## src/rtl/sdtq_pkg.sv

```systemverilog
`default_nettype none
package sdtq_pkg;

  localparam int DEPTH_DEF = 16;
  localparam int MAX_BURST = 16;
  // Burst counter holds 0..MAX_BURST; the pop buffer index drops the top bit.
  localparam int BW = 5;
  localparam int PW = 4;
  localparam logic [31:0] WAIT_NONE = 32'h7fff_ffff;

  localparam logic [1:0] ST_OK      = 2'd0;
  localparam logic [1:0] ST_REFUSED = 2'd1;
  localparam logic [1:0] ST_FULL    = 2'd2;

  typedef enum logic [2:0] {
    OP_START     = 3'd0,
    OP_STOP      = 3'd1,
    OP_ADD       = 3'd2,
    OP_DROP_KEY  = 3'd3,
    OP_DROP_OWN  = 3'd4,
    OP_EXPIRE    = 3'd5,
    OP_QUERY     = 3'd6,
    OP_BAD       = 3'd7
  } op_t;

  typedef struct packed {
    op_t         op;
    logic [31:0] now_ms;
    logic [31:0] deadline;
    logic [15:0] key;
    logic [15:0] owner;
    logic        periodic;
    logic [30:0] interval;
  } cmd_t;

  typedef struct packed {
    logic [31:0] deadline;
    logic [30:0] interval;
    logic [15:0] key;
    logic [15:0] owner;
    logic        periodic;
  } entry_t;

endpackage
`default_nettype wire

```

## src/rtl/sdtq_front.sv

```systemverilog
`default_nettype none
module sdtq_front (
  input  wire logic              clk,
  input  wire logic              rst,
  input  wire logic              req_valid,
  output logic                   req_stall,
  input  wire logic [2:0]        opcode,
  input  wire logic [31:0]       now_ms,
  input  wire logic [15:0]       timer_key,
  input  wire logic [15:0]       owner_id,
  input  wire logic              periodic,
  input  wire logic [30:0]       interval_ms,
  output logic                   cmd_valid,
  input  wire logic              cmd_take,
  output sdtq_pkg::cmd_t         cmd
);

  sdtq_pkg::cmd_t q0;
  sdtq_pkg::cmd_t q1;
  sdtq_pkg::cmd_t incoming;
  logic [1:0]     cnt;
  logic           push;
  logic           pop;
  logic [1:0]     slot;

  // The add deadline wraps modulo 2^32, as does every deadline in the table.
  always_comb begin
    incoming.op       = sdtq_pkg::op_t'(opcode);
    incoming.now_ms   = now_ms;
    incoming.deadline = now_ms + {1'b0, interval_ms};
    incoming.key      = timer_key;
    incoming.owner    = owner_id;
    incoming.periodic = periodic;
    incoming.interval = interval_ms;
  end

  assign req_stall = (cnt == 2'd2);
  assign cmd_valid = (cnt != 2'd0);
  assign cmd       = q0;
  assign push      = req_valid && !req_stall;
  assign pop       = cmd_take && cmd_valid;
  assign slot      = cnt - {1'b0, pop};

  always_ff @(posedge clk) begin
    if (pop) begin
      q0 <= q1;
    end
    if (push) begin
      if (slot == 2'd0) begin
        q0 <= incoming;
      end else begin
        q1 <= incoming;
      end
    end
    if (rst) begin
      cnt <= 2'd0;
    end else begin
      cnt <= cnt + {1'b0, push} - {1'b0, pop};
    end
  end

endmodule
`default_nettype wire

```

## src/rtl/sdtq_back.sv

```systemverilog
`default_nettype none
module sdtq_back #(
  parameter int DEPTH = sdtq_pkg::DEPTH_DEF
) (
  input  wire logic              clk,
  input  wire logic              rst,
  input  wire logic              cmd_valid,
  output logic                   cmd_take,
  input  wire sdtq_pkg::cmd_t    cmd,
  output logic                   rsp_valid,
  input  wire logic              rsp_stall,
  output logic [1:0]             status,
  output logic                   went_first,
  output logic                   fired,
  output logic [15:0]            fired_key,
  output logic [15:0]            fired_owner,
  output logic [31:0]            wait_ms,
  output logic                   last
);

  localparam int IW = (DEPTH > 1) ? $clog2(DEPTH) : 1;
  localparam int CW = $clog2(DEPTH + 1);
  localparam int EW = (CW > sdtq_pkg::BW) ? CW : sdtq_pkg::BW;

  typedef enum logic [15:0] {
    S_IDLE    = 16'h0001,
    S_EMIT    = 16'h0002,
    S_INS_RD  = 16'h0004,
    S_INS_CHK = 16'h0008,
    S_INS_PUT = 16'h0010,
    S_CMP_RD  = 16'h0020,
    S_CMP_CHK = 16'h0040,
    S_EXP_RD  = 16'h0080,
    S_EXP_CHK = 16'h0100,
    S_EXP_DONE = 16'h0200,
    S_SHF_RD  = 16'h0400,
    S_SHF_WR  = 16'h0800,
    S_EXP_OUT = 16'h1000,
    S_RE_NEXT = 16'h2000,
    S_Q_RD    = 16'h4000,
    S_Q_CHK   = 16'h8000
  } state_t;

  state_t                  state;
  logic                    running;
  logic [CW-1:0]           count;
  sdtq_pkg::cmd_t          cmd_r;
  sdtq_pkg::entry_t        ins;
  logic [CW-1:0]           ri;
  logic [CW-1:0]           rp;
  logic [CW-1:0]           wp;
  logic                    found;
  logic                    from_exp;
  logic [sdtq_pkg::BW-1:0] n;
  logic [sdtq_pkg::BW-1:0] k;
  logic [1:0]              r_status;
  logic                    r_first;
  logic [15:0]             r_key;
  logic [31:0]             r_wait;

  sdtq_pkg::entry_t        mem [DEPTH];
  sdtq_pkg::entry_t        rd_data;
  sdtq_pkg::entry_t        pop_buf [sdtq_pkg::MAX_BURST];
  sdtq_pkg::entry_t        pop_k;

  logic                    mem_we;
  logic [IW-1:0]           mem_wa;
  sdtq_pkg::entry_t        mem_wd;
  logic [IW-1:0]           mem_ra;

  logic                    can_emit;
  logic                    drop;
  logic                    ins_less;
  logic [31:0]             re_sum;
  logic [31:0]             re_dl;
  logic [sdtq_pkg::BW-1:0] k_inc;

  assign can_emit = !rsp_valid || !rsp_stall;
  assign cmd_take = (state == S_IDLE) && cmd_valid;
  assign pop_k    = pop_buf[k[sdtq_pkg::PW-1:0]];
  assign k_inc    = k + 1'b1;
  assign ins_less = ins.deadline < rd_data.deadline;
  assign re_sum   = pop_k.deadline + {1'b0, pop_k.interval};
  assign re_dl    = (re_sum < cmd_r.now_ms) ? cmd_r.now_ms : re_sum;
  // Remove by key drops only the first match; remove by owner drops them all.
  assign drop = (cmd_r.op == sdtq_pkg::OP_DROP_KEY) ? (!found && rd_data.key == cmd_r.key)
                                                    : (rd_data.owner == cmd_r.owner);

  always_comb begin
    mem_we = 1'b0;
    mem_wa = IW'(wp);
    mem_wd = rd_data;
    mem_ra = '0;
    case (state)
      S_INS_RD:  mem_ra = IW'(ri - 1'b1);
      S_INS_CHK: begin
        mem_we = ins_less;
        mem_wa = IW'(ri);
      end
      S_INS_PUT: begin
        mem_we = 1'b1;
        mem_wa = IW'(ri);
        mem_wd = ins;
      end
      S_CMP_RD:  mem_ra = IW'(rp);
      S_CMP_CHK: mem_we = !drop;
      S_EXP_RD:  mem_ra = IW'(n);
      S_SHF_RD:  mem_ra = IW'(rp);
      S_SHF_WR:  mem_we = 1'b1;
      default:   mem_ra = '0;
    endcase
  end

  always_ff @(posedge clk) begin
    if (mem_we) begin
      mem[mem_wa] <= mem_wd;
    end
    rd_data <= mem[mem_ra];
  end

  always_ff @(posedge clk) begin
    if (rsp_valid && !rsp_stall) begin
      rsp_valid <= 1'b0;
    end
    case (state)
      S_IDLE: begin
        if (cmd_valid) begin
          cmd_r    <= cmd;
          r_status <= sdtq_pkg::ST_OK;
          r_first  <= 1'b0;
          r_key    <= '0;
          r_wait   <= '0;
          state    <= S_EMIT;
          if (cmd.op == sdtq_pkg::OP_START) begin
            if (running) begin
              r_status <= sdtq_pkg::ST_REFUSED;
            end
            running <= 1'b1;
          end else if (cmd.op == sdtq_pkg::OP_BAD) begin
            r_status <= sdtq_pkg::ST_REFUSED;
          end else if (!running) begin
            r_status <= sdtq_pkg::ST_REFUSED;
            if (cmd.op == sdtq_pkg::OP_QUERY) begin
              r_wait <= sdtq_pkg::WAIT_NONE;
            end
          end else if (cmd.op == sdtq_pkg::OP_STOP) begin
            count   <= '0;
            running <= 1'b0;
          end else if (cmd.op == sdtq_pkg::OP_ADD) begin
            if (count == CW'(DEPTH)) begin
              r_status <= sdtq_pkg::ST_FULL;
              r_key    <= cmd.key;
            end else begin
              ins      <= '{cmd.deadline, cmd.interval, cmd.key, cmd.owner, cmd.periodic};
              ri       <= count;
              from_exp <= 1'b0;
              state    <= S_INS_RD;
            end
          end else if (cmd.op inside {sdtq_pkg::OP_DROP_KEY, sdtq_pkg::OP_DROP_OWN}) begin
            rp    <= '0;
            wp    <= '0;
            found <= 1'b0;
            state <= S_CMP_RD;
          end else if (cmd.op == sdtq_pkg::OP_EXPIRE) begin
            n     <= '0;
            state <= S_EXP_RD;
          end else if (count == '0) begin
            r_wait <= sdtq_pkg::WAIT_NONE;
          end else begin
            state <= S_Q_RD;
          end
        end
      end
      S_EMIT: begin
        if (can_emit) begin
          rsp_valid   <= 1'b1;
          status      <= r_status;
          went_first  <= r_first;
          fired       <= 1'b0;
          fired_key   <= r_key;
          fired_owner <= '0;
          wait_ms     <= r_wait;
          last        <= 1'b1;
          state       <= S_IDLE;
        end
      end
      // Insertion walks down from the tail, moving every strictly later entry up one.
      S_INS_RD:  state <= (ri == '0) ? S_INS_PUT : S_INS_CHK;
      S_INS_CHK: begin
        if (ins_less) begin
          ri    <= ri - 1'b1;
          state <= S_INS_RD;
        end else begin
          state <= S_INS_PUT;
        end
      end
      S_INS_PUT: begin
        count <= count + 1'b1;
        if (from_exp) begin
          state <= S_RE_NEXT;
        end else begin
          r_first <= (ri == '0);
          r_key   <= cmd_r.key;
          state   <= S_EMIT;
        end
      end
      S_CMP_RD: begin
        if (rp == count) begin
          count <= wp;
          state <= S_EMIT;
        end else begin
          state <= S_CMP_CHK;
        end
      end
      S_CMP_CHK: begin
        if (drop) begin
          found <= 1'b1;
        end else begin
          wp <= wp + 1'b1;
        end
        rp    <= rp + 1'b1;
        state <= S_CMP_RD;
      end
      S_EXP_RD: begin
        if (n == sdtq_pkg::BW'(sdtq_pkg::MAX_BURST) || EW'(n) == EW'(count)) begin
          state <= S_EXP_DONE;
        end else begin
          state <= S_EXP_CHK;
        end
      end
      S_EXP_CHK: begin
        if (!(cmd_r.now_ms < rd_data.deadline)) begin
          pop_buf[n[sdtq_pkg::PW-1:0]] <= rd_data;
          n     <= n + 1'b1;
          state <= S_EXP_RD;
        end else begin
          state <= S_EXP_DONE;
        end
      end
      S_EXP_DONE: begin
        if (n == '0) begin
          state <= S_EMIT;
        end else begin
          rp    <= CW'(n);
          wp    <= '0;
          state <= S_SHF_RD;
        end
      end
      S_SHF_RD: begin
        if (rp == count) begin
          count <= wp;
          k     <= '0;
          state <= S_EXP_OUT;
        end else begin
          state <= S_SHF_WR;
        end
      end
      S_SHF_WR: begin
        rp    <= rp + 1'b1;
        wp    <= wp + 1'b1;
        state <= S_SHF_RD;
      end
      S_EXP_OUT: begin
        if (can_emit) begin
          rsp_valid   <= 1'b1;
          status      <= sdtq_pkg::ST_OK;
          went_first  <= 1'b0;
          fired       <= 1'b1;
          fired_key   <= pop_k.key;
          fired_owner <= pop_k.owner;
          wait_ms     <= '0;
          last        <= (k_inc == n);
          if (pop_k.periodic) begin
            ins      <= '{re_dl, pop_k.interval, pop_k.key, pop_k.owner, 1'b1};
            ri       <= count;
            from_exp <= 1'b1;
            state    <= S_INS_RD;
          end else begin
            state <= S_RE_NEXT;
          end
        end
      end
      S_RE_NEXT: begin
        k     <= k_inc;
        state <= (k_inc == n) ? S_IDLE : S_EXP_OUT;
      end
      S_Q_RD:    state <= S_Q_CHK;
      S_Q_CHK: begin
        r_wait <= (rd_data.deadline > cmd_r.now_ms) ? rd_data.deadline - cmd_r.now_ms : '0;
        state  <= S_EMIT;
      end
      default:   state <= S_IDLE;
    endcase
    if (rst) begin
      state     <= S_IDLE;
      running   <= 1'b0;
      count     <= '0;
      rsp_valid <= 1'b0;
    end
  end

endmodule
`default_nettype wire

```

## src/rtl/sorted_deadline_timer_queue_top.sv

```systemverilog
`default_nettype none
// Channel  Direction  Handshake            Payload
// req      in         req_valid/req_stall  opcode now_ms timer_key owner_id periodic interval_ms
// rsp      out        rsp_valid/rsp_stall  status went_first fired fired_key fired_owner
//                                          wait_ms last
// An add moves each strictly later entry up one; a remove passes over every table entry;
// an expire reads the expired entries, shifts the rest down, emits one response per fired
// timer and does one insertion per periodic timer. The table memory has one write and one
// registered read per cycle.
// Reset clears the running flag and the entry count; the table itself is never cleared.
// A two-entry command queue takes requests while the table is busy or rsp stalls, until full.
module sorted_deadline_timer_queue_top #(
  parameter int DEPTH = sdtq_pkg::DEPTH_DEF
) (
  input  wire logic        clk,
  input  wire logic        rst,
  input  wire logic        req_valid,
  output logic             req_stall,
  input  wire logic [2:0]  opcode,
  input  wire logic [31:0] now_ms,
  input  wire logic [15:0] timer_key,
  input  wire logic [15:0] owner_id,
  input  wire logic        periodic,
  input  wire logic [30:0] interval_ms,
  output logic             rsp_valid,
  input  wire logic        rsp_stall,
  output logic [1:0]       status,
  output logic             went_first,
  output logic             fired,
  output logic [15:0]      fired_key,
  output logic [15:0]      fired_owner,
  output logic [31:0]      wait_ms,
  output logic             last
);

  logic           cmd_valid;
  logic           cmd_take;
  sdtq_pkg::cmd_t cmd;

  sdtq_front u_front (
    .clk         (clk),
    .rst         (rst),
    .req_valid   (req_valid),
    .req_stall   (req_stall),
    .opcode      (opcode),
    .now_ms      (now_ms),
    .timer_key   (timer_key),
    .owner_id    (owner_id),
    .periodic    (periodic),
    .interval_ms (interval_ms),
    .cmd_valid   (cmd_valid),
    .cmd_take    (cmd_take),
    .cmd         (cmd)
  );

  sdtq_back #(.DEPTH(DEPTH)) u_back (
    .clk         (clk),
    .rst         (rst),
    .cmd_valid   (cmd_valid),
    .cmd_take    (cmd_take),
    .cmd         (cmd),
    .rsp_valid   (rsp_valid),
    .rsp_stall   (rsp_stall),
    .status      (status),
    .went_first  (went_first),
    .fired       (fired),
    .fired_key   (fired_key),
    .fired_owner (fired_owner),
    .wait_ms     (wait_ms),
    .last        (last)
  );

  a_take_needs_cmd: assert property (@(posedge clk) disable iff (rst)
    cmd_take |-> cmd_valid) else $error("back end took a command from an empty queue");

  a_fired_is_ok: assert property (@(posedge clk) disable iff (rst)
    rsp_valid && fired |-> status == sdtq_pkg::ST_OK && wait_ms == '0 && !went_first)
    else $error("fired transaction carries a stray status or wait");

  a_status_code: assert property (@(posedge clk) disable iff (rst)
    rsp_valid |-> status == sdtq_pkg::ST_OK || status == sdtq_pkg::ST_REFUSED ||
                  status == sdtq_pkg::ST_FULL) else $error("undefined status code");

endmodule
`default_nettype wire
```

## config.mk

```make
export PLATFORM = sky130hd
export DESIGN_NAME = sorted_deadline_timer_queue_top
export DESIGN_NICKNAME = d
export VERILOG_FILES = /design/src/rtl/sdtq_pkg.sv /design/src/rtl/sdtq_front.sv /design/src/rtl/sdtq_back.sv /design/src/rtl/sorted_deadline_timer_queue_top.sv
export SDC_FILE = /design/constraint.sdc
export NUM_CORES = 2
export LEC_CHECK = 0
export BUFFER_PORTS_ARGS = -buffer_cell sky130_fd_sc_hd__buf_2
export CORE_UTILIZATION = 55
export CTS_CLUSTER_SIZE = 14
export DETAILED_ROUTE_END_ITERATION = 16
export PLACE_DENSITY = 0.71
export SYNTH_ARGS = -nofsm -noshare
export SYNTH_HDL_FRONTEND = slang
export SYNTH_SLANG_ARGS = --single-unit
```

## constraint.sdc

```tcl
create_clock -name clk -period 37.7 [get_ports clk]
set_input_delay 5.655 -clock clk [delete_from_list [all_inputs] [get_ports clk]]
set_output_delay 5.655 -clock clk [all_outputs]
set_load 0.01 [all_outputs]
```

==> flow_metrics.py <==
metrics = {
    "worst_hold_path": {
        "min_path_cells": 0,
        "whs_endpoint": "u_back.cmd_r[121]",
        "hp-class": "flip-flop to flip-flop",
        "worstHoldStart": "u_front.cmd[121]",
    },
    "drt": {
        "drc": 0,
        "dr_total_vias": 86810,
        "vias_per_cell": 6.453,
        "post_drt_wl_per_cell_um": 30.29,
        "drtAntennaViolNets": 0,
        "wl_mm": 407.5,
        "drtPass1Iterations": 5,
        "drt_iter0_markers": 12010,
    },
    "worst_setup_path": {
        "r2r-end": "u_back.ins[92]",
        "start_kind": "flip-flop",
        "cp.required_ps": 38330,
        "reg2reg_depth": 23,
        "r2r_slack_ps": 28150,
        "critPathArrivalTime_ps": 10180,
        "crit_type": "flip-flop to flip-flop",
        "crit_fanout": 44,
        "cp-end-kind": "flip-flop",
    },
    "power": {
        "p_int_mw": 7.273,
        "peakVddDrop_mv": 0.04945,
        "powerDensity_nw_per_um2": 56.87,
        "cellLeakagePower_nw": 57.27,
        "share_comb_of_total_power_pct": 9.6,
        "p_sw_mw": 2.293,
        "switching_share_pct": 23.97,
        "seqPwrFrac_pct": 51.7,
        "power_mw": 9.566,
        "clkPwrFrac_pct": 38.8,
    },
    "sta": {
        "fin_crit_sh_pct": 25.32,
        "worstMarginPinSlew_ps": 1397,
        "skew_ps": 61.06,
        "setup_viol": 0,
        "drv_slew": 0,
        "max_freq_ghz": 0.1048,
        "min_period_ps": 9546,
        "finalHoldViolCount": 0,
        "tns_ps": 0,
        "relSlewSlack_pct": 6.891,
        "rsz0062_at_grt": "no",
    },
    "layout": {
        "post-route-util_pct": 61.53,
        "layout.nets": 9816,
        "multi_input_comb_area_um2": 38030,
        "fillCellCount": 19140,
        "drive_gt1_share_pct": 14.85,
        "fin_area_um2": 168200,
        "regArea_um2": 110600,
        "synthToLayoutAreaGrowth_pct": 11.37,
    },
    "synthesis": {
        "synth_area_per_cell_um2": 16.12,
        "synth_top_area_share_pct": 69.85,
        "ys_ff_latch": 3769,
        "yosysUniqueCellTypes": 85,
        "netlist_top_cells_area": "edfxtp_1, mux4_2, dfxtp_1, nand2_1, a211oi_1",
        "synth_top_cell_by_area": "edfxtp_1",
        "synth_seq_area_share_pct": 73.24,
        "synth_ff_type": "edfxtp_1",
        "yosysWarnings": 0,
        "synth_nets": 9645,
        "synth-edff-count": 3513,
        "syn_area_um2": 151000,
        "async_flop_share_pct": 0,
        "postSynthCellCount": 9371,
    },
    "clock_network": {
        "cts_inserted_buffers": 375,
        "cts_tree": "built",
        "postCtsHoldBufs": 0,
        "clock-root-buffer": "clkbuf_16",
        "clk_pin_slew_worst_paths_ps": 60,
        "post-cts-setup-buffers": 0,
        "cts_buffer_depth": 4,
        "cts_resized": 0,
        "h-tree-depth": 5,
        "clock_latency_ps": 910,
        "cts.sinks": 3769,
    },
    "floorplanning": {
        "fp.dieH_um": 526.0,
        "initial_core_util_pct": 55.25,
        "die_width_um": 526.0,
        "core.rowCount": 192,
        "io_pins": 174,
        "die_area_um2": 276700,
        "core_um2": 273400,
    },
    "global_routing": {
        "grt_usage_pct": 29.12,
        "grt_pass1_wl_mm": 584.2,
        "grt_pass1_vias": 84540,
        "antenna_found_initial": 31,
        "grt_overflow": 0,
        "grt_max_degree": 242,
    },
    "placed_design": {
        "dp_hpwl_mm": 229.5,
        "dpl_cell_area_um2": 156000,
        "numPortBuffers": 173,
        "gp_routability_congestion": 0.9309,
    },
    "outcome": {
        "outcome": "finished, final reports clean",
    },
    "flow_run": {
        "maxCapViolCount": 0,
    },
}
## flip-flops by register name (all words and copies together) (netlist names), 16 cells and up, named ones only
name / flops
u_back.r_key: 16
u_back.ins: 96
u_back.rd_data: 96
u_back.wait_ms: 32
u_back.pop_buf: 1536
u_back.state: 16
u_back.fired_owner: 16
u_front.q1: 131
u_front.cmd: 131
u_back.mem: 1536
u_back.cmd_r: 67
u_back.r_wait: 32
u_back.fired_key: 16
## synth_stat cells (all sizes together), types with 8 or more instances
| cell | n |
|---|---|
| a211oi | 426 |
| a21o | 94 |
| a21oi | 257 |
| a22oi | 199 |
| a31oi | 407 |
| and2 | 465 |
| and3 | 16 |
| and4 | 12 |
| and4b | 10 |
| buf | 258 |
| clkbuf | 295 |
| dfxtp | 256 |
| edfxtp | 3513 |
| ha | 168 |
| inv | 115 |
| mux2i | 159 |
| mux4 | 480 |
| nand2 | 1348 |
| nand2b | 15 |
| nand3 | 57 |
| nand4 | 26 |
| nor2 | 244 |
| nor2b | 24 |
| nor3 | 36 |
| nor3b | 11 |
| nor4 | 13 |
| o211ai | 10 |
| o21a | 23 |
| o21ai | 156 |
| o21bai | 13 |
| o22ai | 8 |
| o31ai | 8 |
| or2 | 8 |
| xnor2 | 76 |
| xor2 | 74 |
## critical path: stages (launching register included)
cell and delay (ps):
dfxtp_4 770, buf_4 720, buf_4 790, buf_4 830, mux4_2 630, mux4_2 610
ha_1 420, and4_1 240, nand2_1 70, or4_1 450, a31o_2 300, o41ai_1 400
xor2_1 260, ha_1 280, nand4_1 130, nor2_1 60, a211oi_1 380, nand3_1 140
a21o_1 260, a31oi_4 340, buf_4 540, a211oi_1 110, a211oi_1 270, a21oi_1 90
## through the flow
stage / setup slack (ps) / cells / hold WS (ps)
after CTS: 28080 / 13440 / 411.1
after detailed placement: 28130 / 12750 / 419.6
after floorplan: 25000 / 9371 / 406.4
after global placement: 28320 / 12750 / 417.4
final: 28150 / 13450 / 411.3
after global routing: 27600 / 13450 / 420.0
## layer usage
| layer | track usage [%] | vias up | part of all wire [%] | wire length (um) |
|---|---|---|---|---|
| met1 | 41.31 | 44590 | 39 | 157900 |
| met4 | 9.898 | 10 | 3.5 | 14200 |
| met5 | 0 | - | 0.018 | 74 |
| li1 | - | 36730 | - | - |
| met3 | 5.289 | 714 | 11 | 44550 |
| met2 | 45.80 | 4762 | 47 | 190800 |
## worst max-delay path by stage
stage	from	endpoint	slack, ps	depth (start not counted)
floorplan	req_valid	u_front.q1[0]	25000	2
global placement	flip-flop	u_back.ins[92]	28320	23
detailed placement	flip-flop	u_back.ins[92]	28130	23
CTS	flip-flop	u_back.ins[92]	28080	23
global route	flip-flop	u_back.ins[77]	27600	23
finish	flip-flop	u_back.ins[92]	28150	23
## power groups by stage
stage	clock [mW]	combinational, mW	sequential (mW)
after floorplan	0	0.621	4.98
after global placement	0	0.884	5.02
after detailed placement	0	0.902	5.03
after CTS	3.74	0.908	4.94
after global routing	3.90	0.982	4.96
final	3.71	0.916	4.94
## layout by cell type (no fill, tap or decap), drive strengths merged, types with 13 or more instances in the layout
master,count
clkbuf,514
nand2,1348
clkinv,126
mux4,480
nor2b,24
and2,465
a21oi,257
buf,346
nand3,57
o21a,23
nand2b,15
nand4,26
mux2i,159
bufinv,31
ha,168
xnor2,76
xor2,74
a31oi,407
o21bai,13
and3,16
edfxtp,3513
nor4,13
a21o,94
inv,123
a22oi,199
dfxtp,256
nor3,36
a211oi,426
nor2,244
o21ai,156
## cells by family after synthesis
logic type / Yosys count / share of synthesized area (%)
flops: 3769 / 73.24
xor+xnor: 150 / 0.8699
fa+ha+maj: 171 / 1.432
buf+inv: 668 / 1.950
simple gates: 2311 / 6.982
compound gates: 1662 / 7.308
mux: 640 / 8.219
## final cells by class
type                            instances  share of cell area [%]
Sequential cell                      3769                   65.77
Multi-Input combinational cell       4934                   22.61
Clock buffer                          513                   6.190
Tap cell                             3589                   2.670
Timing Repair Buffer                  347                   1.431
Clock inverter                        173                   1.053
Inverter                              115                  0.2589
Antenna cell                           12                 0.01785
No activity file was read; power rests on OpenSTA's default activity.
